===== config.mk =====
export PLATFORM = sky130hd
export DESIGN_NAME = tlik_sqrt_cell
export DESIGN_NICKNAME = d
export VERILOG_FILES = /design/src/hdl/tlik_sqrt_cell.sv
export SDC_FILE = /design/constraint.sdc
export NUM_CORES = 1
export LEC_CHECK = 0
export BUFFER_PORTS_ARGS = -buffer_cell sky130_fd_sc_hd__buf_4
export CORE_MARGIN = 2
export CORE_UTILIZATION = 50
export CTS_BUF_LIST = sky130_fd_sc_hd__clkbuf_4 sky130_fd_sc_hd__clkbuf_8
export CTS_CLUSTER_SIZE = 8
export DETAILED_ROUTE_END_ITERATION = 16
export PLACE_DENSITY = 0.82
export SYNTH_ARGS = -nofsm -noshare
export SYNTH_HDL_FRONTEND = slang
export SYNTH_SLANG_ARGS = --single-unit

===== constraint.sdc =====
create_clock -name clk_i -period 5.75 [get_ports clk_i]
set_clock_uncertainty 0.05 [all_clocks]
set_input_delay 0.575 -clock clk_i [delete_from_list [all_inputs] [get_ports clk_i]]
set_output_delay 0.575 -clock clk_i [all_outputs]
set_load 0.01 [all_outputs]

===== src/hdl/tlik_sqrt_cell.sv =====
`default_nettype none

// One step of the bit-pair square root: settles root bit N-1-K.
module tlik_sqrt_cell #(
  parameter int VW = 48,
  parameter int N  = 24,
  parameter int K  = 0,
  parameter int SW = 1
) (
  input  wire logic          clk_i,
  input  wire logic [VW-1:0] rem_i,
  input  wire logic [VW-1:0] root_i,
  input  wire logic [SW-1:0] side_i,
  output logic      [VW-1:0] rem_o,
  output logic      [VW-1:0] root_o,
  output logic      [SW-1:0] side_o
);

  localparam logic [VW-1:0] Bit = {{(VW-1){1'b0}}, 1'b1} << (2 * (N - 1 - K));

  logic [VW:0]   trial;
  logic [VW-1:0] rem_d, root_d;
  logic [VW-1:0] rem_q, root_q;
  logic [SW-1:0] side_q;

  always_comb begin
    trial = {1'b0, root_i} + {1'b0, Bit};
    if ({1'b0, rem_i} >= trial) begin
      rem_d  = rem_i - trial[VW-1:0];
      root_d = (root_i >> 1) + Bit;
    end else begin
      rem_d  = rem_i;
      root_d = root_i >> 1;
    end
  end

  always_ff @(posedge clk_i) begin
    rem_q  <= rem_d;
    root_q <= root_d;
    side_q <= side_i;
  end

  assign rem_o  = rem_q;
  assign root_o = root_q;
  assign side_o = side_q;

endmodule

`default_nettype wire


==> results of run 1 <==
## layout make-up
cell class                 count  area share
timing repair buffer         195       0.204
inverter                      59      0.0306
tap                          140      0.0242
clock inverter                 4     0.00277
multi-input combinational    481       0.450
sequential                    97       0.268
clock buffer                  12      0.0202
## power by group through the flow
stage	Clock (mW)	Sequential, mW	Combinational (mW)
floorplan	0	0.836	0.362
global placement	0	0.794	0.654
detailed placement	0	0.796	0.671
CTS	0.410	0.781	0.674
global route	0.436	0.786	0.740
finish	0.397	0.779	0.678
## state kept, by name, summed over array words and instances, names as in the netlist
| register | cells |
|---|---|
| root_o | 48 |
| rem_o | 48 |
| side_o | 1 |
## final timing paths
path | startpoint | endpoint | cells after the start
min | root_i[17] | root_o[16] | 1
max | rem_i[15] | rem_o[30] | 11
## through the flow
stage | total power [mW] | setup WS [ps] | instance area (um2)
after detailed placement | 1.47 | 1850 | 7070
after global routing | 1.96 | 2010 | 7240
after CTS | 1.87 | 2230 | 7240
final | 1.85 | 2190 | 7240
after floorplan | 1.20 | 2660 | 5560
after global placement | 1.45 | 1920 | 7070
## layout by cell type (no fill, tap or decap), types with 4 or more instances in the layout
master / synthesis / routed
a21o_1: 25 / 25
nor4_1: 4 / 4
a31oi_1: 9 / 9
xor2_1: 20 / 20
o21bai_1: 12 / 12
a21oi_1: 84 / 84
o21a_1: 6 / 6
clkinv_2: 0 / 4
nor3_1: 11 / 11
xnor2_1: 23 / 23
o21ai_0: 29 / 29
dfxtp_1: 97 / 97
ha_1: 49 / 49
clkbuf_8: 0 / 9
nand4_1: 14 / 14
inv_1: 59 / 59
mux2_2: 10 / 10
nor2b_1: 7 / 7
a211oi_1: 6 / 6
buf_4: 6 / 194
nor2_1: 65 / 65
nand2_1: 42 / 42
nand2b_1: 4 / 4
nand3_1: 13 / 13
## logic make-up after synthesis
kind of cell             Yosys count  share of synthesized area
AO/OA/AOI/OAI                    197                      0.226
flip-flops                        97                      0.349
buffers and inverters             88                     0.0664
AND/OR/NAND/NOR                  178                      0.150
multiplexers                      13                     0.0261
XOR/XNOR                          43                     0.0677
adder cells (fa/ha/maj)           50                      0.114
## routing by layer
metal | track usage | share of wire | vias up | routed length [um]
li1 | - | - | 2672 | -
met1 | 0.292 | 0.40 | 2490 | 6000
met2 | 0.445 | 0.50 | 248 | 7470
met3 | 0.0699 | 0.080 | 39 | 1200
met4 | 0.0778 | 0.026 | 0 | 388
met5 | 0 | 0 | - | 0
==> out/results.tsv, run 1 <==
metric	value	unit
RePlAce Congestion	0.993	
post-cts sizing count	0	
DR vias/cell	5.52	
clock slew at reported path FFs	90	ps
max-slew violations	0	
clk sinks	97	
crit-path max cell delay	470	ps
vias in the first global route	5246	
die height	109	um
vias after detailed routing	5449	
Ys Warns	0	
hold_ws	248	ps
P_leak	3.54	nW
Mapped Area	5560	um2
H-Tree Depth	3	
antenna-violating nets left	0	
Cells after DPL	972	
Post-synth EDFFs	0	
Clock Tree Root	clkbuf_8	
Final Cycle Share	0.619	
Worst Max-Slew Pin Slew	651	ps
Mapped Nets	814	
clock network power share	0.214	
sequential-to-total area share from yosys stat	0.349	
Boundary Pins	195	
Max Freq	281	MHz
post-DP HPWL	12200	um
most common cell in the netlist	dfxtp_1	
power per cell area	256	nW/um2
top-area cell type share of the netlist area	0.349	
crit path DAT	3770	ps
Antenna Cells	0	
Layout Utilization	0.668	
grt total ovfl	0	
kind of critical path	in -> reg	
outcome	finished clean	
Post-Syn Instances	666	
Comb power frac	0.365	
Worst path slowest cell	o21ai_4	
Sw Ratio	0.329	
CTS tree	built	
pin count of the biggest net entering global routing	66	
CP required	5960	ps
Row Count	38	
crit-path leading delay family	compound AO/OA/AOI/OAI gates	
WL final	15100	um
Layout fillers	871	
CORE AREA	10800	um2
multi-input logic area	3260	um2
area growth from synthesis to layout	30.2	%
P_sw	0.610	mW
non-filler instance count after layout	988	
Post-CTS Setup Bufs	0	
Slew HR	0.565	
share of cells above drive strength 1	0.274	
DR iter-0 viols	301	
crit path max fanout	65	
register area	1940	um2
Final nets	991	
worst hold path class	in -> reg	
min cycle time layout	3560	ps
die footprint	12000	um2
flops & latches, synth	97	
DRC	0	
Starting Density	0.513	
Syn Area/Cell	8.35	um2
Internal	1.24	mW
global-route wire length before repair	23900	um
Post-synth ARST share	0	
Most used DFF post-synth	dfxtp_1	
Port Buf Inserts	194	
top cells by area, synth	dfxtp_1 (35%), ha_1 (11%), a21oi_1 (7.6%), nor2_1 (4.4%), inv_1 (4.0%)	
max-cap violation count	0	
Yosys top cell by area	dfxtp_1	
First-pass DRT Iterations	5	
Post-synth top cells	dfxtp_1 (97), a21oi_1 (84), nor2_1 (65), inv_1 (59), ha_1 (49)	
Synth cell types	58	
share of power burned in registers	0.420	
endpoints failing setup	0	
RSZ-0062 raised after global routing	false	
setup TNS	0	ps
Die W	109	um
Post-CTS Hold Buffers	0	
global-route usage over all layers	0.251	
Critical Path End Type	register	
peak supply drop	0.149	mV
Startpoint Class	input port	
Buf+Inv Stages, Crit Path	2	
initial antenna violation count	0	
worst path cell trace	buf_4, ha_1, nand2_1, o221ai_2, nor3_1, a2111oi_4, a31oi_4, o31a_1, o21ai_4, buf_12, mux2_2	
clock buffer count from CTS	9	
WL per Instance	15.2	um
Final Hold Vio Count	0	
deepest clock path buffer count	2	
No activity file was read; power rests on OpenSTA's default activity.
==> inputs of run 2 (changes only) <==
- ABC_AREA: not set -> 1
- clock period: 5.75 -> 3.2 ns (I/O delays scaled with it)
==> out/results.tsv, run 2 <==
metric	value	unit
outcome	finished clean	
global-route usage over all layers	0.330	
Post-CTS Hold Buffers	46	
die height	124	um
Layout fillers	1248	
Max Freq	344	MHz
Row Count	43	
Internal	2.34	mW
flops & latches, synth	97	
kind of critical path	in -> reg	
top-area cell type share of the netlist area	0.271	
RePlAce Congestion	0.967	
max-cap violation count	0	
crit path DAT	3190	ps
Clock Tree Root	clkbuf_8	
CORE AREA	14000	um2
Die W	124	um
antenna-violating nets left	0	
pin count of the biggest net entering global routing	51	
H-Tree Depth	3	
WL per Instance	15.1	um
vias in the first global route	7793	
Overall Power	3.73	mW
Post-CTS Setup Bufs	0	
Final nets	1629	
die footprint	15400	um2
power per cell area	393	nW/um2
max-slew violations	0	
First-pass DRT Iterations	6	
Antenna Cells	0	
Sw Ratio	0.372	
most common cell in the netlist	nand2_1	
min cycle time layout	2910	ps
Startpoint Class	input port	
grt total ovfl	0	
Mapped Area	7190	um2
Layout Utilization	0.678	
Starting Density	0.514	
clock slew at reported path FFs	100	ps
post-cts sizing count	0	
CTS tree	built	
Worst Max-Slew Pin Slew	616	ps
endpoints failing setup	0	
DRC	0	
Mapped Nets	1393	
post-DP HPWL	19600	um
crit path max fanout	49	
Synth cell types	29	
Ys Warns	0	
Final Hold Vio Count	0	
global-route wire length before repair	38500	um
peak supply drop	0.402	mV
commonest non-fill, non-tap cell in the layout	nand2_1	
Final Cycle Share	0.909	
sequential-to-total area share from yosys stat	0.270	
RSZ-0062 raised after global routing	false	
deepest clock path buffer count	2	
DR vias/cell	4.94	
share of power burned in registers	0.377	
P_sw	1.38	mW
Post-synth EDFFs	0	
Post-synth ARST share	0	
Boundary Pins	195	
multi-input logic area	4080	um2
top cells by area, synth	nand2_1 (27%), dfxtp_1 (27%), inv_1 (15%), ha_1 (8.5%), nand4_1 (5.1%)	
Comb power frac	0.395	
area growth from synthesis to layout	31.8	%
WL final	25100	um
clock buffer count from CTS	9	
CP required	3480	ps
P_leak	5.76	nW
clk sinks	97	
Yosys top cell by area	nand2_1	
clock network power share	0.228	
Syn Area/Cell	5.78	um2
Port Buf Inserts	194	
share of cells above drive strength 1	0.155	
vias after detailed routing	8237	
worst hold path class	in -> reg	
most frequent cells in the layout	nand2_1 (520), inv_1 (279), buf_4 (198)	
Slew HR	0.589	
Post-synth top cells	nand2_1 (520), inv_1 (279), dfxtp_1 (97), nor2_1 (95), nand4_1 (59)	
Post-Syn Instances	1245	
DR iter-0 viols	675	
Most used DFF post-synth	dfxtp_1	
setup TNS	0	ps
initial antenna violation count	0	
register area	1940	um2
Critical Path End Type	register	
run 2: worst paths after layout:
path / startpoint / to / slack, ps / cells past startpoint
worst max-delay path: root_i[46] / rem_o[25] / 290 / 15
worst min-delay path: root_i[1] / root_o[0] / 20 / 1
run 2: layout make-up:
type	instances	share of cell area
Multi-Input combinational cell	845	0.431
Timing Repair Buffer	245	0.207
Sequential cell	97	0.205
Inverter	283	0.112
Tap cell	180	0.0238
Clock buffer	10	0.0139
Clock inverter	6	0.00713
run 2: power by group through the flow:
stage	sequential, mW	combinational [mW]	clock [mW]
floorplan	1.50	0.747	0
global placement	1.43	1.38	0
detailed placement	1.43	1.40	0
CTS	1.40	1.45	0.862
global route	1.42	1.63	0.908
finish	1.40	1.47	0.850
run 2: stage by stage:
stage / std cells / setup WS [ps] / cell area (um2) / hold slack [ps]
2_1_floorplan: 1245 / 1080 / 7190 / 298
3_3_place_gp: 1604 / 633 / 8820 / 374
3_5_place_dp: 1604 / 571 / 8820 / 376
4_1_cts: 1666 / 397 / 9480 / 3.51
5_1_grt: 1666 / 178 / 9480 / 4.53
6_report: 1666 / 290 / 9480 / 19.3
run 2: routing by layer:
| layer | GRT usage | routed length [um] | vias up |
|---|---|---|---|
| li1 | - | - | 4199 |
| met1 | 0.428 | 10900 | 3653 |
| met2 | 0.559 | 11700 | 338 |
| met3 | 0.0499 | 1840 | 47 |
| met4 | 0.116 | 666 | 0 |
| met5 | 0 | 0 | - |
run 2: cells by family (layout without fill, tap and decap cells):
group                    Yosys count  after routing  share of synthesized area
AO/OA/AOI/OAI                     35             35                     0.0270
XOR/XNOR                          25             25                     0.0304
adder cells (fa/ha/maj)           50             50                     0.0880
buffers and inverters            303            544                      0.164
flip-flops                        97             97                      0.270
AND/OR/NAND/NOR                  735            735                      0.421
run 2: critical path: stages:
cell,delay [ps]
dlygate4sd3_1,550
buf_4,150
ha_1,270
inv_1,40
ha_1,300
inv_1,90
nor2_1,60
nand2_1,130
nor2_1,60
nand2_1,70
nand3_1,120
a21oi_4,150
buf_4,470
nand4_1,210
nand2_1,130
