`src/hdl/tlik_pkg.sv`:
```
`default_nettype none

package tlik_pkg;

  localparam int CORDIC_STAGES_DEF = 16;
  localparam int ATAN_TAB_LEN      = 24;

  // Datapath widths.
  localparam int LEN_W = 15;
  localparam int POS_W = 16;
  localparam int ANG_W = 16;
  localparam int QW    = 30;  // quotient bits of a Q2.30 ratio
  localparam int CW    = 36;  // CORDIC vector and angle width

  localparam int SQ1_N = 24;  // root bits of the radius square root
  localparam int SQ1_W = 48;
  localparam int SQ2_N = 31;  // root bits of sqrt(1 - c^2)
  localparam int SQ2_W = 62;
  localparam int DK_W  = 32;  // knee divider remainder width
  localparam int DH_W  = 41;  // hip divider remainder width

  localparam logic signed [CW-1:0] PI_Q30      = 36'sd3373259426;
  localparam logic signed [CW-1:0] HALF_PI_Q30 = 36'sd1686629713;

  typedef enum logic {
    REG_UPPER = 1'b0,
    REG_LOWER = 1'b1
  } reg_idx_e;

  typedef struct packed {
    logic signed [POS_W-1:0] x_pos;
    logic signed [POS_W-1:0] z_pos;
  } ik_in_t;

  typedef struct packed {
    logic signed [ANG_W-1:0] knee_angle;
    logic signed [ANG_W-1:0] hip_angle;
    logic                    unreachable;
  } ik_out_t;

  // atan(2^-i) in Q2.30.
  function automatic logic signed [CW-1:0] atan_q30(input int unsigned idx);
    logic signed [CW-1:0] v;
    case (idx)
      0:       v = 36'sd843314857;
      1:       v = 36'sd497837829;
      2:       v = 36'sd263043837;
      3:       v = 36'sd133525159;
      4:       v = 36'sd67021687;
      5:       v = 36'sd33543516;
      6:       v = 36'sd16775851;
      7:       v = 36'sd8388437;
      8:       v = 36'sd4194283;
      9:       v = 36'sd2097149;
      10:      v = 36'sd1048576;
      11:      v = 36'sd524288;
      12:      v = 36'sd262144;
      13:      v = 36'sd131072;
      14:      v = 36'sd65536;
      15:      v = 36'sd32768;
      16:      v = 36'sd16384;
      17:      v = 36'sd8192;
      18:      v = 36'sd4096;
      19:      v = 36'sd2048;
      20:      v = 36'sd1024;
      21:      v = 36'sd512;
      22:      v = 36'sd256;
      23:      v = 36'sd128;
      default: v = '0;
    endcase
    return v;
  endfunction

endpackage

`default_nettype wire

```
`src/hdl/tlik_div_cell.sv`:
```
`default_nettype none

// One restoring division step: produces the next quotient bit.
module tlik_div_cell #(
  parameter int DW = 32,
  parameter int SW = 1
) (
  input  wire logic                    clk_i,
  input  wire logic [DW-1:0]           rem_i,
  input  wire logic [DW-1:0]           den_i,
  input  wire logic [tlik_pkg::QW-1:0] quo_i,
  input  wire logic [SW-1:0]           side_i,
  output logic      [DW-1:0]           rem_o,
  output logic      [DW-1:0]           den_o,
  output logic      [tlik_pkg::QW-1:0] quo_o,
  output logic      [SW-1:0]           side_o
);
  import tlik_pkg::*;

  logic [DW:0]   shifted;
  logic          take;
  logic [DW-1:0] rem_d;
  logic [DW-1:0] rem_q, den_q;
  logic [QW-1:0] quo_q;
  logic [SW-1:0] side_q;

  always_comb begin
    shifted = {rem_i, 1'b0};
    take    = shifted >= {1'b0, den_i};
    if (take) begin
      rem_d = shifted[DW-1:0] - den_i;
    end else begin
      rem_d = shifted[DW-1:0];
    end
  end

  always_ff @(posedge clk_i) begin
    rem_q  <= rem_d;
    den_q  <= den_i;
    quo_q  <= {quo_i[QW-2:0], take};
    side_q <= side_i;
  end

  assign rem_o  = rem_q;
  assign den_o  = den_q;
  assign quo_o  = quo_q;
  assign side_o = side_q;

endmodule

`default_nettype wire

```
`config.mk`:
```
export PLATFORM = sky130hd
export DESIGN_NAME = tlik_div_cell
export DESIGN_NICKNAME = d
export VERILOG_FILES = /design/src/hdl/tlik_pkg.sv /design/src/hdl/tlik_div_cell.sv
export SDC_FILE = /design/constraint.sdc
export NUM_CORES = 1
export LEC_CHECK = 0
export BUFFER_PORTS_ARGS = -buffer_cell sky130_fd_sc_hd__buf_2
export CORE_AREA = 4 4 103 105
export DETAILED_ROUTE_END_ITERATION = 8
export DIE_AREA = 0 0 107 109
export GPL_TIMING_DRIVEN = 0
export PLACE_DENSITY = 0.76
export SYNTH_ARGS = -nofsm -noshare
export SYNTH_HDL_FRONTEND = slang
export SYNTH_SLANG_ARGS = --single-unit
```
`constraint.sdc`:
```
create_clock -name clk_i -period 5.5 [get_ports clk_i]
set_input_delay 1.1 -clock clk_i [delete_from_list [all_inputs] [get_ports clk_i]]
set_output_delay 1.1 -clock clk_i [all_outputs]
set_load 0.005 [all_outputs]
```
==> results.sh, run 1 <==
export IMPL_die_w_microns=107
export IMPL_avgViaCountPerCell=4.898
export IMPL_cts_made_buffers=9
export IMPL_cts_repair_resized=0
export IMPL_gr_total_overflow=0
export IMPL_layout_min_cycle_time_ns=3.982
export IMPL_gp_congestion=0.9137
export IMPL_hold_buffers=0
export IMPL_cts_tree="done"
export IMPL_cap_violations=0
export IMPL_yosys_top_cells_area="dfxtp_1 44%, ha_1 9.3%, mux2_4 6.6%, inv_1 3.0%, xnor2_1 2.8%"
export IMPL_status="finished clean"
export IMPL_synth_area_per_cell_sq_um=10.41
export IMPL_post_cts_buffers=0
export IMPL_p_per_area_nw_per_um2=299.6
export IMPL_wl_microns=10700
export IMPL_worstHoldStart="quo_i[10]"
export IMPL_grtUsageTotal=0.1777
export IMPL_clk_pin_slew_ns=0.10
export IMPL_ys_seq_area_frac=0.4403
export IMPL_multiInputGateArea_sq_um=2177
export IMPL_layout_common_cells="189 x buf_2, 95 x dfxtp_1, 35 x inv_1, 32 x ha_1, 23 x a21oi_1"
export IMPL_synth_nets=544
export IMPL_grt_pass1_vias=3636
export IMPL_drtIter0Drc=171
export IMPL_die_h_microns=109
export IMPL_syn_inst=415
export IMPL_worst_pin_slew_ns=0.8923
export IMPL_period_share=0.7241
export IMPL_start_util=0.4481
export IMPL_timing_fmax_mhz=251.1
export IMPL_crit_path_max_fanout=5
export IMPL_antenna_found_initial=0
export IMPL_p_leak_nw=2.848
export IMPL_synth_warning_count=0
export IMPL_peakVddDrop_mv=0.1544
export IMPL_setup_viol=0
export IMPL_tns_ns=0
export IMPL_drive_gt1_frac=0.3968
export IMPL_yosysTopAreaCellShare=0.4403
export IMPL_nNetsFinal=744
export IMPL_hold_path_end="quo_o[11]$_DFF_P_"
export IMPL_dr_pass1_iters=4
export IMPL_cts_root_buf="clkbuf_8"
export IMPL_drc=0
export IMPL_ys_seq_elements=95
export IMPL_grt_start_max_net_pins=18
export IMPL_finalMaxSlewViolations=0
export IMPL_cts_sinks=95
export IMPL_hold_violations=0
export IMPL_ios=191
export IMPL_crit_required_ns=5.76
export IMPL_synth_flop_cell="dfxtp_1"
export IMPL_max_slew_margin=0.4000
export IMPL_hold_path_class="primary input to flop"
export IMPL_wl_per_cell_microns=14.21
export IMPL_n_antenna_cell=0
export IMPL_post_synth_num_cell_types=56
export IMPL_fill_cells=876
export IMPL_synth_edf_count=0
export IMPL_grt_pass1_wl_microns=16750
export IMPL_num_vias=3688
export IMPL_async_flop_share=0
export IMPL_crit_arrival_ns=4.24
export IMPL_io_buffers=189
export IMPL_cp_start_kind="primary input"
export IMPL_core_region_area_sq_um=9639
export IMPL_ff_latch_area_sq_um=1902
export IMPL_final_common_cell="buf_2"
export IMPL_endpoint_kind="flop"
export IMPL_synth_top_cell_by_area="dfxtp_1"
export IMPL_cts_htree_levels=3
export IMPL_critPathKind="primary input to flop"
export IMPL_cts_buffer_depth=2
export IMPL_row_count=36
export IMPL_die_area_sq_um=11660
export IMPL_postRouteAntennaNets=0
export IMPL_synthesis_area_sq_um=4319
export IMPL_hold_depth=1
export IMPL_total_power_mw=1.688
export IMPL_rsz0062_at_grt="false"
export IMPL_hpwl_microns=8867
export IMPL_area_growth_pct=30.47
==> layout make-up <==
cell class	instances	share of cell area
Clock buffer	9	0.02198
Clock inverter	7	0.01421
Buffer	13	0.01732
Inverter	36	0.02531
Tap cell	133	0.02953
Sequential cell	95	0.3375
Multi-Input combinational cell	271	0.3863
Timing Repair Buffer	189	0.1679
==> power breakdown <==
group,switching (mW),total (mW),internal [mW]
registers,0.0159,0.779,0.763
logic,0.214,0.445,0.230
clock network,0.249,0.464,0.215
==> cell usage after synthesis (2+ instances only) <==
master    count
dfxtp_1      95
and3_1        3
o21bai_1      2
nor3_1        4
a211oi_1      3
o211ai_1      4
o221ai_1      2
xor2_1       11
nor2b_1       4
mux2_4       19
xnor2_1      14
mux2i_1       2
a31oi_1       4
nand4_1      12
a21oi_1      23
nand2_1      15
nor2_1       18
a21o_1       15
nand3_1       6
or3_1         3
a21boi_0      4
or2_2         2
nand2b_1      3
ha_1         32
o21ai_0      18
a211o_1       2
and2_1        4
o21a_1        7
clkbuf_1      9
mux2_2        8
o31ai_1       6
buf_12        3
inv_1        35
==> logic make-up (layout without fill, tap and decap cells) <==
logic type,after synthesis,in the layout,share of synthesized area
mux,29,29,0.09154
flops,95,95,0.4403
buf+inv,49,254,0.05562
xor+xnor,25,25,0.05070
simple gates,82,82,0.1017
fa+ha+maj,33,33,0.09733
compound gates,102,102,0.1628
==> critical path, cell delays in order <==
cell	delay, ns
buf_2	0.11
ha_1	0.36
nor2b_1	0.18
o31a_1	0.28
o31ai_1	0.77
o31ai_1	0.23
a211oi_1	0.56
mux2i_1	0.24
o211ai_1	0.13
mux2_4	0.28
==> flip-flops by register name, indices dropped and copies added (netlist names) <==
name and flops:
rem_o 32, den_o 32, side_o 1, quo_o 30
==> through the flow <==
| step | hold WS [ns] | instance area, sq um | setup WS, ns | std cells | util |
|---|---|---|---|---|---|
| 3_3_place_gp | 1.202 | 5431 | 1.271 | 737 | 0.5635 |
| 5_1_grt | 0.8047 | 5635 | 1.408 | 753 | 0.5846 |
| 2_1_floorplan | 1.128 | 4319 | 1.833 | 415 | - |
| 4_1_cts | 0.8118 | 5635 | 1.575 | 753 | 0.5846 |
| 3_5_place_dp | 1.204 | 5431 | 1.176 | 737 | 0.5635 |
| 6_report | 0.8336 | 5635 | 1.518 | 753 | 0.5846 |
==> metal layers <==
metal / routed length (microns) / global-route usage / vias to the layer above
li1: - / - / 1871
met1: 4255 / 0.2024 / 1682
met2: 5471 / 0.3332 / 130
met3: 914 / 0.05447 / 5
met4: 56 / 0.02740 / 0
met5: 0 / 0 / -
==> worst max path at each step <==
| stage | depth (start not counted) | start | slack, ns | endpoint |
|---|---|---|---|---|
| after detailed placement | 10 | rem_i[1] | 1.18 | rem_o[30]$_DFF_P_ |
| final | 10 | rem_i[1] | 1.52 | rem_o[30]$_DFF_P_ |
| after CTS | 10 | rem_i[1] | 1.57 | rem_o[30]$_DFF_P_ |
| after global routing | 11 | den_i[2] | 1.41 | rem_o[30]$_DFF_P_ |
| after floorplan | 13 | den_i[10] | 1.83 | rem_o[10]$_DFF_P_ |
| after global placement | 10 | rem_i[1] | 1.27 | rem_o[30]$_DFF_P_ |
No activity file was read; power rests on OpenSTA's default activity.
==> run 2: changes to the inputs <==
--- a/config.mk
+++ b/config.mk
@@ -5,12 +5,13 @@
 export SDC_FILE = /design/constraint.sdc
 export NUM_CORES = 1
 export LEC_CHECK = 0
+export ABC_AREA = 1
 export BUFFER_PORTS_ARGS = -buffer_cell sky130_fd_sc_hd__buf_2
-export CORE_AREA = 4 4 103 105
+export CORE_AREA = 4 4 112 114
 export DETAILED_ROUTE_END_ITERATION = 8
-export DIE_AREA = 0 0 107 109
+export DIE_AREA = 0 0 116 118
 export GPL_TIMING_DRIVEN = 0
-export PLACE_DENSITY = 0.76
+export PLACE_DENSITY = 0.73
 export SYNTH_ARGS = -nofsm -noshare
 export SYNTH_HDL_FRONTEND = slang
 export SYNTH_SLANG_ARGS = --single-unit
==> constraint.sdc (replaced) <==
create_clock -name clk_i -period 4.15 [get_ports clk_i]
set_input_delay 0.83 -clock clk_i [delete_from_list [all_inputs] [get_ports clk_i]]
set_output_delay 0.83 -clock clk_i [all_outputs]
set_load 0.005 [all_outputs]
==> results.sh, run 2 <==
export IMPL_status="finished clean"
export IMPL_worst_pin_slew_ns=0.4127
export IMPL_final_common_cell="nand2_1"
export IMPL_cts_buffer_depth=2
export IMPL_crit_chain="buf_2 > inv_1 > ha_1 > nand2_1 > nor2_1 > nand2_1 > nor2_1 > nand2_1 > nand2_1 > nor2_2 > nand2_4 > buf_12 > nand3_2 > nand2_1"
export IMPL_dpl_cell_count=1079
export IMPL_nNetsFinal=1076
export IMPL_endpoint_kind="flop"
export IMPL_grt_pass1_vias=4758
export IMPL_ys_seq_elements=95
export IMPL_cap_violations=0
export IMPL_cts_repair_resized=0
export IMPL_synth_top_cell_by_area="dfxtp_1"
export IMPL_timing_hold_ws_ns=0.5773
export IMPL_finalMaxSlewViolations=0
export IMPL_cp_top_family="simple AND/OR/NAND/NOR gates"
export IMPL_hpwl_microns=11790
export IMPL_layout_common_cells="277 x nand2_1, 196 x buf_2, 151 x inv_1, 95 x dfxtp_1, 54 x nand3_1"
export IMPL_tns_ns=0
export IMPL_io_buffers=189
export IMPL_hold_path_class="primary input to flop"
export IMPL_crit_slowest_cell="ha_1"
export IMPL_wl_microns=14010
export IMPL_synth_most_common_cell="nand2_1"
export IMPL_final_cells=1095
export IMPL_synth_flop_cell="dfxtp_1"
export IMPL_crit_required_ns=4.45
export IMPL_wl_per_cell_microns=12.80
export IMPL_synth_warning_count=0
export IMPL_core_region_area_sq_um=11420
export IMPL_peakVddDrop_mv=0.2912
export IMPL_post_cts_buffers=0
export IMPL_cts_root_buf="clkbuf_16"
export IMPL_drive_gt1_frac=0.2500
export IMPL_p_leak_nw=3.911
export IMPL_final_util=0.5691
export IMPL_cts_made_buffers=9
export IMPL_synth_nets=876
export IMPL_avgViaCountPerCell=4.505
export IMPL_num_vias=4933
export IMPL_dr_pass1_iters=5
export IMPL_gr_total_overflow=0
export IMPL_cts_tree="done"
export IMPL_start_util=0.4438
export IMPL_grtUsageTotal=0.2043
export IMPL_max_slew_margin=0.7227
export IMPL_synthesis_area_sq_um=5067
export IMPL_grt_start_max_net_pins=18
export IMPL_synth_edf_count=0
export IMPL_drc=0
export IMPL_crit_arrival_ns=2.70
export IMPL_row_count=39
export IMPL_multiInputGateArea_sq_um=2521
export IMPL_post_synth_num_cell_types=24
export IMPL_crit_path_max_fanout=10
export IMPL_postRouteAntennaNets=0
export IMPL_ys_seq_area_frac=0.3753
export IMPL_critPathKind="primary input to flop"
export IMPL_yosysTopAreaCellShare=0.3753
export IMPL_critical_path_buf_inv_count=3
export IMPL_hold_violations=0
export IMPL_die_w_microns=116
export IMPL_n_antenna_cell=0
export IMPL_total_power_mw=2.479
export IMPL_ios=191
export IMPL_hold_buffers=0
export IMPL_cts_sinks=95
export IMPL_gp_congestion=0.9013
export IMPL_synth_area_per_cell_sq_um=6.784
export IMPL_cp_start_kind="primary input"
export IMPL_fill_cells=1169
export IMPL_syn_inst=747
export IMPL_clk_pin_slew_ns=0.07
export IMPL_drtIter0Drc=245
export IMPL_cp_slowest_stage_delay_ns=0.38
export IMPL_area_growth_pct=28.25
export IMPL_antenna_found_initial=0
export IMPL_cts_htree_levels=3
export IMPL_period_share=0.5785
export IMPL_path_common_cell="nand2_1"
export IMPL_async_flop_share=0
export IMPL_layout_min_cycle_time_ns=2.401
export IMPL_rsz0062_at_grt="false"
export IMPL_p_per_area_nw_per_um2=381.5
export IMPL_ff_latch_area_sq_um=1902
export IMPL_die_h_microns=118
export IMPL_grt_pass1_wl_microns=22450
export IMPL_setup_viol=0
export IMPL_yosys_top_cells_area="dfxtp_1 38%, nand2_1 21%, inv_1 11%, ha_1 7.9%, nand3_1 5.3%"
export IMPL_timing_fmax_mhz=416.6
export IMPL_die_area_sq_um=13690
export IMPL_synth_commonest_cells="277 x nand2_1, 151 x inv_1, 95 x dfxtp_1"
-- run 2: layout make-up --
cell class / instances / area share
Buffer: 10 / 0.01194
Clock buffer: 10 / 0.03523
Clock inverter: 6 / 0.01194
Inverter: 151 / 0.08722
Multi-Input combinational cell: 491 / 0.3879
Sequential cell: 95 / 0.2926
Tap cell: 143 / 0.02753
Timing Repair Buffer: 189 / 0.1456
-- run 2: power breakdown --
part | total, mW | internal, mW | switching, mW | leakage, nW
sequential | 1.02 | 1.01 | 0.0189 | 0.801
clock | 0.845 | 0.479 | 0.367 | 0.147
combinational | 0.609 | 0.249 | 0.361 | 2.96
total | 2.48 | 1.73 | 0.746 | 3.91
-- run 2: stage by stage --
stage	worst slack (ns)	instance area (sq um)
2_1_floorplan	1.886	5067
3_3_place_gp	1.377	6192
3_5_place_dp	1.382	6192
4_1_cts	1.744	6499
5_1_grt	1.591	6499
6_report	1.749	6499
-- run 2: path summary, 6_finish.rpt --
path	from	end	slack (ns)	cells past startpoint
min	quo_i[22]	quo_o[23]$_DFF_P_	0.58	1
max	den_i[21]	rem_o[21]$_DFF_P_	1.75	14
-- run 2: per-layer routing --
metal | vias up | GRT usage | share of wire | routed length, microns
li1 | 2657 | - | - | -
met1 | 2089 | 0.2710 | 0.46 | 6413
met2 | 168 | 0.3248 | 0.45 | 6256
met3 | 19 | 0.04113 | 0.079 | 1102
met4 | 0 | 0.07542 | 0.017 | 240
met5 | - | 0 | 0 | 0
-- run 2: kinds of logic after synthesis --
logic type | count (synthesis) | share of synthesized area
AOI/OAI and AO/OA | 25 | 0.02568
xor gates and xnor gates | 14 | 0.02420
adders and majority gates | 33 | 0.08296
and+or+nand+nor | 419 | 0.3647
buffers and inverters | 161 | 0.1272
DFF | 95 | 0.3753
