[src/hdl/tlik_pkg.sv]
`default_nettype none

package tlik_pkg;

  localparam int CORDIC_STAGES_DEF = 16;
  localparam int ATAN_TAB_LEN      = 24;

  // Datapath widths.
  localparam int LEN_W = 15;
  localparam int POS_W = 16;
  localparam int ANG_W = 16;
  localparam int QW    = 30;  // quotient bits of a Q2.30 ratio
  localparam int CW    = 36;  // CORDIC vector and angle width

  localparam int SQ1_N = 24;  // root bits of the radius square root
  localparam int SQ1_W = 48;
  localparam int SQ2_N = 31;  // root bits of sqrt(1 - c^2)
  localparam int SQ2_W = 62;
  localparam int DK_W  = 32;  // knee divider remainder width
  localparam int DH_W  = 41;  // hip divider remainder width

  localparam logic signed [CW-1:0] PI_Q30      = 36'sd3373259426;
  localparam logic signed [CW-1:0] HALF_PI_Q30 = 36'sd1686629713;

  typedef enum logic {
    REG_UPPER = 1'b0,
    REG_LOWER = 1'b1
  } reg_idx_e;

  typedef struct packed {
    logic signed [POS_W-1:0] x_pos;
    logic signed [POS_W-1:0] z_pos;
  } ik_in_t;

  typedef struct packed {
    logic signed [ANG_W-1:0] knee_angle;
    logic signed [ANG_W-1:0] hip_angle;
    logic                    unreachable;
  } ik_out_t;

  // atan(2^-i) in Q2.30.
  function automatic logic signed [CW-1:0] atan_q30(input int unsigned idx);
    logic signed [CW-1:0] v;
    case (idx)
      0:       v = 36'sd843314857;
      1:       v = 36'sd497837829;
      2:       v = 36'sd263043837;
      3:       v = 36'sd133525159;
      4:       v = 36'sd67021687;
      5:       v = 36'sd33543516;
      6:       v = 36'sd16775851;
      7:       v = 36'sd8388437;
      8:       v = 36'sd4194283;
      9:       v = 36'sd2097149;
      10:      v = 36'sd1048576;
      11:      v = 36'sd524288;
      12:      v = 36'sd262144;
      13:      v = 36'sd131072;
      14:      v = 36'sd65536;
      15:      v = 36'sd32768;
      16:      v = 36'sd16384;
      17:      v = 36'sd8192;
      18:      v = 36'sd4096;
      19:      v = 36'sd2048;
      20:      v = 36'sd1024;
      21:      v = 36'sd512;
      22:      v = 36'sd256;
      23:      v = 36'sd128;
      default: v = '0;
    endcase
    return v;
  endfunction

endpackage

`default_nettype wire

[src/hdl/tlik_cordic_cell.sv]
`default_nettype none

// One vectoring CORDIC rotation: turns the vector toward the x axis by atan(2^-K).
module tlik_cordic_cell #(
  parameter int K  = 0,
  parameter int SW = 1
) (
  input  wire logic                           clk_i,
  input  wire logic signed [tlik_pkg::CW-1:0] xv_i,
  input  wire logic signed [tlik_pkg::CW-1:0] yv_i,
  input  wire logic signed [tlik_pkg::CW-1:0] ang_i,
  input  wire logic        [SW-1:0]           side_i,
  output logic signed      [tlik_pkg::CW-1:0] xv_o,
  output logic signed      [tlik_pkg::CW-1:0] yv_o,
  output logic signed      [tlik_pkg::CW-1:0] ang_o,
  output logic             [SW-1:0]           side_o
);
  import tlik_pkg::*;

  localparam logic signed [CW-1:0] Step = atan_q30(K);

  logic signed [CW-1:0] dx, dy;
  logic signed [CW-1:0] xv_d, yv_d, ang_d;
  logic signed [CW-1:0] xv_q, yv_q, ang_q;
  logic        [SW-1:0] side_q;

  always_comb begin
    dx = yv_i >>> K;
    dy = xv_i >>> K;
    if (!yv_i[CW-1]) begin
      xv_d  = xv_i + dx;
      yv_d  = yv_i - dy;
      ang_d = ang_i + Step;
    end else begin
      xv_d  = xv_i - dx;
      yv_d  = yv_i + dy;
      ang_d = ang_i - Step;
    end
  end

  always_ff @(posedge clk_i) begin
    xv_q   <= xv_d;
    yv_q   <= yv_d;
    ang_q  <= ang_d;
    side_q <= side_i;
  end

  assign xv_o   = xv_q;
  assign yv_o   = yv_q;
  assign ang_o  = ang_q;
  assign side_o = side_q;

endmodule

`default_nettype wire

[config.mk]
export PLATFORM = sky130hd
export DESIGN_NAME = tlik_cordic_cell
export DESIGN_NICKNAME = d
export VERILOG_FILES = /design/src/hdl/tlik_pkg.sv /design/src/hdl/tlik_cordic_cell.sv
export SDC_FILE = /design/constraint.sdc
export NUM_CORES = 1
export LEC_CHECK = 0
export BUFFER_PORTS_ARGS = -buffer_cell sky130_fd_sc_hd__buf_2
export CAP_MARGIN = 15
export CORE_AREA = 2 2 174 176
export DETAILED_ROUTE_END_ITERATION = 12
export DIE_AREA = 0 0 176 178
export GPL_ROUTABILITY_DRIVEN = 0
export PLACE_DENSITY_LB_ADDON = 0.3
export SLEW_MARGIN = 10
export SYNTH_ARGS = -nofsm -noshare
export SYNTH_HDL_FRONTEND = slang
export SYNTH_SLANG_ARGS = --single-unit
export TNS_END_PERCENT = 100
[constraint.sdc]
create_clock -name clk_i -period 6.69 [get_ports clk_i]
set_clock_uncertainty 0.05 [all_clocks]
set_input_delay 0.669 -clock clk_i [delete_from_list [all_inputs] [get_ports clk_i]]
set_output_delay 0.669 -clock clk_i [all_outputs]
set_load 0.1 [all_outputs]
==> flow_summary.ini, run 1 <==
[timing]
hold_viol_final = 0
finalCritPeriodShare_pct = 54.7
setup_viol = 0
relSlewSlack_pct = 32.6
hold_ws_ns = 0.361
worst_slew_pin_slew_ns = 1.01
setup_tns_ns = 0
maxSlewViolCount = 0
setup_slack_ns = 3.03
min_period_ns = 3.66
rsz0062_at_grt = no
max_freq_ghz = 0.273

[global_route]
grt-busiest-layer = met2
antenna_found_initial = 3
met2_usage_pct = 34.7
grt_pass1_wl_um = 50300
overflow = 0
grt_max_degree = 95
grt_use_total_pct = 20.2
grt_pass1_vias = 9693
met1_usage_pct = 26.4
met3_usage_pct = 3.43

[detailed_routing]
post_drt_via_cell_ratio = 5.37
firstDrtPassIters = 5
wl_per_cell_um = 17.2
ant_nets = 0
wl_um = 32700
vias = 10200
drt_iter0_drc = 1027
drc_errors = 0

[placed_design]
dp_hpwl_um = 26100
portBuffers = 218
dp_slack_ns = 2.72

[min_path]
whs_path_depth = 1
hold_class = in2reg
hp-start = side_i
hold_end = side_o$_DFF_P_

[logic_synthesis]
yosys_warnings = 0
synth_ff_type = dfxtp_1
yosysSeqAreaShare_pct = 21.4
syn-cell-area_um2 = 10100
ys_ff_latch = 108
synth-async-reset-ratio_pct = 0
syn_nets = 1574
syn_avg_cell_area_um2 = 7.66
synth-edff-count = 0
netlist_instances = 1321
synth_cell_type_count = 75

[cells_and_area]
num-fill-cells = 3073
final_common_cell = buf_2
nets = 1753
final_cell_mix = buf_2, a21oi_1, ha_1
syn_to_final_growth_pct = 16.7
drive_above_1_share_pct = 17.5
utilization_pct = 40.2

[power_and_ir_drop]
power_frac_seq_pct = 23.8
clockPowerShare_pct = 16.5
irDropWorstVdd_v = 0.000306
swShare_pct = 57.0
p_switching_mw = 2.01
pwr_density_cell_nw_per_um2 = 298
power_frac_comb_pct = 59.8
finalPower_mw = 3.52
p_int_mw = 1.51
p_leak_nw = 5.59

[critical_path]
critical_path_class = in2reg
critPathCaptureType = flip-flop
start_kind = input pin
crit_arrival_ns = 3.91
worstPathMaxFanout = 10
crit_required_ns = 6.94

[cts]
cts_hold_buf = 0
htreeDepth = 3
cts_tree = built
cts_sinks = 108
clk_pin_slew_ns = 0.08
cts_made_buffers = 9
post_cts_buffers = 0
root_buffer = clkbuf_16
cts_resized = 0
cts_buffer_depth = 2

[floorplan]
die-area_um2 = 31300
io-pin-count = 219
coreArea_um2 = 29400
fp.dieH_um = 178
start_util_pct = 34.4
fp-row-count = 63
fp.dieW_um = 176

[outcome]
status = complete, no violations

[run]
maxCapViolCount = 0
-- synthesized netlist by cell type (14+ instances only) --
cell        n  area, µm²
xnor2_1    79        692
o21a_1     14        105
xor2_1     19        166
inv_1     118        443
a21oi_1   164        821
ha_1      139       1740
a21o_1     30        225
o21ai_0    90        450
buf_2      14       70.1
dfxtp_1   108       2160
nor2_1    113        424
a211oi_1   14        105
nor2b_1    15       93.8
mux2i_1    15        150
nand2_1    84        315
nor3_1     20        100
clkbuf_1   29        109
nand3_1    21        105
o21bai_1   27        203
o31ai_1    16        120
nand4_1    21        131
-- flip-flops by register name, indices dropped and copies added (netlist names) --
name	flops
ang_o	36
side_o	1
xv_o	36
yv_o	35
-- kinds of logic (layout without fill, tap and decap cells) --
group                    after synthesis  in the layout  synth area share, %
buffers and inverters                174            358                 6.67
AO/OA/AOI/OAI                        451            451                 28.6
AND/OR/NAND/NOR                      332            332                 15.5
adder cells (fa/ha/maj)              143            143                 18.0
other                                  0              3                    0
multiplexers                          15             15                 1.48
XOR/XNOR                              98             98                 8.48
flip-flops                           108            108                 21.4
-- power groups by stage --
stage               Sequential [mW]  Clock [mW]  Combinational (mW)
detailed placement            0.852           0                2.09
global route                  0.849       0.615                2.21
global placement              0.850           0                2.09
floorplan                      1.95           0               0.610
finish                        0.836       0.579                2.10
CTS                           0.839       0.595                2.10
-- how the worst max path moves through the flow --
stage	start	endpoint	slack [ns]	depth (start not counted)
2_1_floorplan	yv_i[35]	ang_o[32]$_DFF_P_	2.75	12
3_3_place_gp	yv_i[35]	ang_o[33]$_DFF_P_	2.77	11
3_5_place_dp	yv_i[35]	ang_o[33]$_DFF_P_	2.72	11
4_1_cts	yv_i[35]	ang_o[33]$_DFF_P_	3.10	11
5_1_grt	xv_i[5]	xv_o[29]$_DFF_P_	2.80	12
6_report	xv_i[6]	xv_o[29]$_DFF_P_	3.03	12
-- through the flow --
stage / std cells / cell area [µm²]
2_1_floorplan: 1321 / 10100
3_3_place_gp: 1879 / 11500
3_5_place_dp: 1879 / 11500
4_1_cts: 1895 / 11800
5_1_grt: 1897 / 11800
6_report: 1898 / 11800
-- critical path, cell delays in order --
cell and delay (ns):
buf_2 0.10, inv_1 0.04, ha_1 0.45, inv_1 0.20, o31ai_1 0.34, o211ai_1 0.25
a211oi_1 0.53, o21ai_0 0.25, o21ai_0 0.53, a2111oi_0 0.21, a21oi_1 0.19, xnor2_1 0.13
-- layout make-up --
class                      count  area, µm²  share of cell area (%)
multi-input combinational   1039       7280                    61.7
sequential                   108       2160                    18.3
timing repair buffer         220       1110                    9.38
tap                          390        488                    4.13
inverter                     122        458                    3.88
clock buffer                   9        225                    1.91
clock inverter                 7       81.3                   0.688
antenna                        3       7.51                  0.0635
-- layer usage --
metal / wire (µm) / vias up / part of all wire (%)
met1: 14500 / 4736 / 44
met4: 618 / 0 / 1.9
met5: 0 / - / 0
li1: - / 5034 / -
met2: 15200 / 387 / 46
met3: 2380 / 38 / 7.3
Power figures use the tool's default switching activity.
==> run 2, diff against run 1 <==
- clock period: 6.69 -> 3.7 ns (I/O delays scaled with it)
==> flow_summary.ini, run 2 (synthesis gave the netlist of run 1 again) <==
[floorplan]
die-area_um2 = 31300
coreArea_um2 = 29400
start_util_pct = 34.4
fp.dieW_um = 176
fp.dieH_um = 178
io-pin-count = 219
fp-row-count = 63

[critical_path]
crit_arrival_ns = 3.29
crit_required_ns = 3.89
slowest_delay_ns = 0.43
critical_path_class = in2reg
worstSetupPathDepth = 12
crit_path_top_delay_cell = ha_1
crit_family = compound AO/OA/AOI/OAI gates
critPathCaptureType = flip-flop
path_cells = buf_2 > inv_1 > ha_1 > inv_1 > o21ai_0 > a21o_1 > o41a_1 > nor4_2 > o211ai_2 > a311oi_2 > a31oi_1 > xor2_1
cpMostUsedCell = inv_1
start_kind = input pin
worstPathMaxFanout = 11
path_buf_inv = 3

[timing]
setup_tns_ns = 0
max_freq_ghz = 0.323
finalCritPeriodShare_pct = 83.7
worst_slew_pin_slew_ns = 0.905
hold_viol_final = 0
maxSlewViolCount = 0
rsz0062_at_grt = no
relSlewSlack_pct = 39.6
min_period_ns = 3.10
setup_viol = 0

[power_and_ir_drop]
power_frac_comb_pct = 59.9
clockPowerShare_pct = 16.8
swShare_pct = 56.0
p_switching_mw = 3.62
finalPower_mw = 6.46
irDropWorstVdd_v = 0.000431
pwr_density_cell_nw_per_um2 = 534
p_int_mw = 2.84
p_leak_nw = 5.77
power_frac_seq_pct = 23.3

[detailed_routing]
vias = 10400
firstDrtPassIters = 5
ant_nets = 0
drt_iter0_drc = 1102
drc_errors = 0
post_drt_via_cell_ratio = 5.39
wl_um = 33100
wl_per_cell_um = 17.1

[global_route]
overflow = 0
grt_pass1_wl_um = 51600
grt_max_degree = 74
grt_pass1_vias = 9898
grt_use_total_pct = 20.7
antenna_found_initial = 4

[min_path]
whs_path_depth = 1
hp-start = side_i
hold_class = in2reg
hold_end = side_o$_DFF_P_

[cells_and_area]
num-fill-cells = 3134
syn_to_final_growth_pct = 19.5
final_cell_mix = buf_2, a21oi_1, ha_1
drive_above_1_share_pct = 19.4
nets = 1788
final_common_cell = buf_2

[cts]
clk_pin_slew_ns = 0.08
cts_resized = 0
cts_made_buffers = 9
cts_buffer_depth = 2
post_cts_buffers = 0
htreeDepth = 3
cts_sinks = 108
cts_hold_buf = 0
root_buffer = clkbuf_16
cts_tree = built

[outcome]
status = complete, no violations

[placed_design]
dp_hpwl_um = 26700
portBuffers = 218

[run]
maxCapViolCount = 0
## run 2: changes by cell type in the layout (fill, tap and decap cells not counted), sizes merged
cell | before | now
buf | 220 | 255
bufinv | 1 | 2
diode | 3 | 4
inv | 123 | 122
## run 2: metrics by stage
| step | setup slack [ns] | hold slack, ns | utilization [%] | cell area, µm² | instances |
|---|---|---|---|---|---|
| 3_5_place_dp | 0.229 | 0.446 | 40.0 | 11800 | 1914 |
| 6_report | 0.601 | 0.0793 | 41.1 | 12100 | 1934 |
| 5_1_grt | 0.417 | 0.0687 | 41.1 | 12100 | 1933 |
| 3_3_place_gp | 0.251 | 0.444 | 40.0 | 11800 | 1914 |
| 2_1_floorplan | 0.0640 | 0.348 | - | 10100 | 1321 |
| 4_1_cts | 0.594 | 0.0724 | 41.1 | 12100 | 1930 |
## run 2: power by group through the flow
stage          Clock, mW  Sequential (mW)  Combinational (mW)
2_1_floorplan          0             3.52                1.10
3_3_place_gp           0             1.53                3.83
3_5_place_dp           0             1.53                3.84
4_1_cts             1.12             1.51                3.86
5_1_grt             1.18             1.53                4.06
6_report            1.09             1.50                3.87
## run 2: layer usage
metal	part of all wire, %	vias up	wire (µm)	global-route usage, %
met1	45	4884	14800	27.7
li1	-	5089	-	-
met2	46	409	15300	34.4
met5	0	-	0	0
met4	2.1	0	699	5.96
met3	6.9	46	2270	3.20
## run 2: final cells by class
| type | count | area, µm² | area share [%] |
|---|---|---|---|
| multi-input combinational | 1039 | 7280 | 60.2 |
| sequential | 108 | 2160 | 17.9 |
| tap | 390 | 488 | 4.03 |
| timing repair buffer | 255 | 1370 | 11.3 |
| clock buffer | 9 | 225 | 1.86 |
| clock inverter | 7 | 98.8 | 0.817 |
| antenna | 4 | 10.0 | 0.0827 |
| inverter | 122 | 458 | 3.79 |
## run 2: worst max path at each step
stage,endpoint,from,slack [ns]
floorplan,ang_o[32]$_DFF_P_,yv_i[35],0.06
global placement,yv_o[34]$_DFF_P_,xv_i[9],0.25
detailed placement,xv_o[34]$_DFF_P_,xv_i[9],0.23
CTS,xv_o[34]$_DFF_P_,xv_i[9],0.59
global route,yv_o[34]$_DFF_P_,xv_i[9],0.42
finish,xv_o[34]$_DFF_P_,xv_i[9],0.60
==> run 3, diff against run 2 <==
- clock period: 3.7 -> 2.8 ns (I/O delays scaled with it)
==> flow_summary.ini, run 3 (synthesis gave the netlist of run 1 again) <==
[outcome]
status = complete, no violations

[min_path]
hold_class = in2reg
whs_path_depth = 2

[floorplan]
coreArea_um2 = 29400
fp.dieH_um = 178
start_util_pct = 34.4
die-area_um2 = 31300
io-pin-count = 219
fp-row-count = 63
fp.dieW_um = 176

[detailed_routing]
post_drt_via_cell_ratio = 5.21
vias = 11300
wl_um = 35500
ant_nets = 0
firstDrtPassIters = 6
drc_errors = 0
drt_iter0_drc = 962
wl_per_cell_um = 16.4

[critical_path]
critical_path_class = in2reg
cpMostUsedCell = buf_4
start_kind = input pin
path_buf_inv = 5
crit_arrival_ns = 2.92
path_cells = buf_2 > inv_1 > ha_2 > or4_1 > buf_4 > nor4_2 > buf_4 > o211ai_2 > a311oi_2 > buf_4 > a31oi_1 > xor2_1
critPathCaptureType = flip-flop
worstPathMaxFanout = 6
worstSetupPathDepth = 12
crit_family = simple AND/OR/NAND/NOR gates
crit_required_ns = 3.00
crit_path_top_delay_cell = or4_1
slowest_delay_ns = 0.58

[timing]
hold_ws_ns = 0.0647
min_period_ns = 2.72
setup_viol = 0
relSlewSlack_pct = 46.8
setup_slack_ns = 0.0837
max_freq_ghz = 0.368
maxSlewViolCount = 0
setup_tns_ns = 0
rsz0062_at_grt = yes
worst_slew_pin_slew_ns = 0.798
finalCritPeriodShare_pct = 97.0
hold_viol_final = 0

[global_route]
grt_pass1_wl_um = 55000
antenna_found_initial = 3
grt_max_degree = 71
grt_pass1_vias = 10900
grt_use_total_pct = 22.0
overflow = 0

[placed_design]
portBuffers = 218
dp_slack_ns = -0.364
dp_hpwl_um = 29500
dpl_cell_area_um2 = 13500

[run]
maxCapViolCount = 0

[cells_and_area]
finalInstanceArea_um2 = 14000
drive_above_1_share_pct = 31.0
syn_to_final_growth_pct = 38.0
num-fill-cells = 2947
nets = 2024
final_common_cell = buf_4
final_cell_mix = buf_4, buf_2, a21oi_1

[power_and_ir_drop]
p_leak_nw = 6.92
pwr_density_cell_nw_per_um2 = 644
irDropWorstVdd_v = 0.000647

[cts]
cts_buffer_depth = 2
root_buffer = clkbuf_16
cts_tree = built
clk_pin_slew_ns = 0.08
htreeDepth = 3
cts_made_buffers = 9
cts_sinks = 108
run 3: cell types whose count changed in the layout (fill, tap and decap cells not counted), sizes merged:
cell | previous run | this run
clkinv | 4 | 6
inv | 122 | 121
buf | 255 | 490
dlygate4sd3 | 0 | 1
diode | 4 | 2
clkinvlp | 1 | 0
run 3: cell type report:
class                      instances  area (µm²)  area share [%]
multi-input combinational       1039        7380            52.9
timing repair buffer             491        3150            22.5
sequential                       108        2160            15.5
tap                              390         488            3.49
inverter                         122         460            3.30
clock buffer                       9         225            1.61
clock inverter                     7         100           0.717
antenna                            2        5.00          0.0358
run 3: repair_timing:
item,4_1_cts,5_1_grt
hold buffers,1,0
resized for setup,1,19
setup endpoints to repair,1,21
buffers inserted,0,2
pin swaps,0,11
endpoints found under the hold margin,1,0
run 3: metal layers:
| layer | global-route usage, % | share of wire (%) | vias up |
|---|---|---|---|
| met1 | 28.0 | 43 | 5179 |
| met2 | 38.6 | 47 | 463 |
| li1 | - | - | 5568 |
| met5 | 0 | 0.037 | - |
| met3 | 3.05 | 6.9 | 74 |
| met4 | 6.92 | 2.7 | 2 |
run 3: worst paths after layout:
path,to,startpoint,slack [ns]
max,yv_o[34]$_DFF_P_,xv_i[16],0.08
min,ang_o[0]$_DFF_P_,ang_i[0],0.06
run 3: stage by stage:
stage	power, mW	utilization (%)	instances
finish	9.00	47.5	2168
global route	9.40	47.5	2168
CTS	9.01	47.2	2164
detailed placement	7.52	46.0	2147
global placement	7.50	46.0	2147
floorplan	6.12	-	1321
run 3: where the power goes:
group	switching (mW)	internal (mW)	total (mW)
sequential	0.101	1.90	2.00
combinational	4.16	1.39	5.55
clock	0.661	0.792	1.45
total	4.92	4.08	9.00
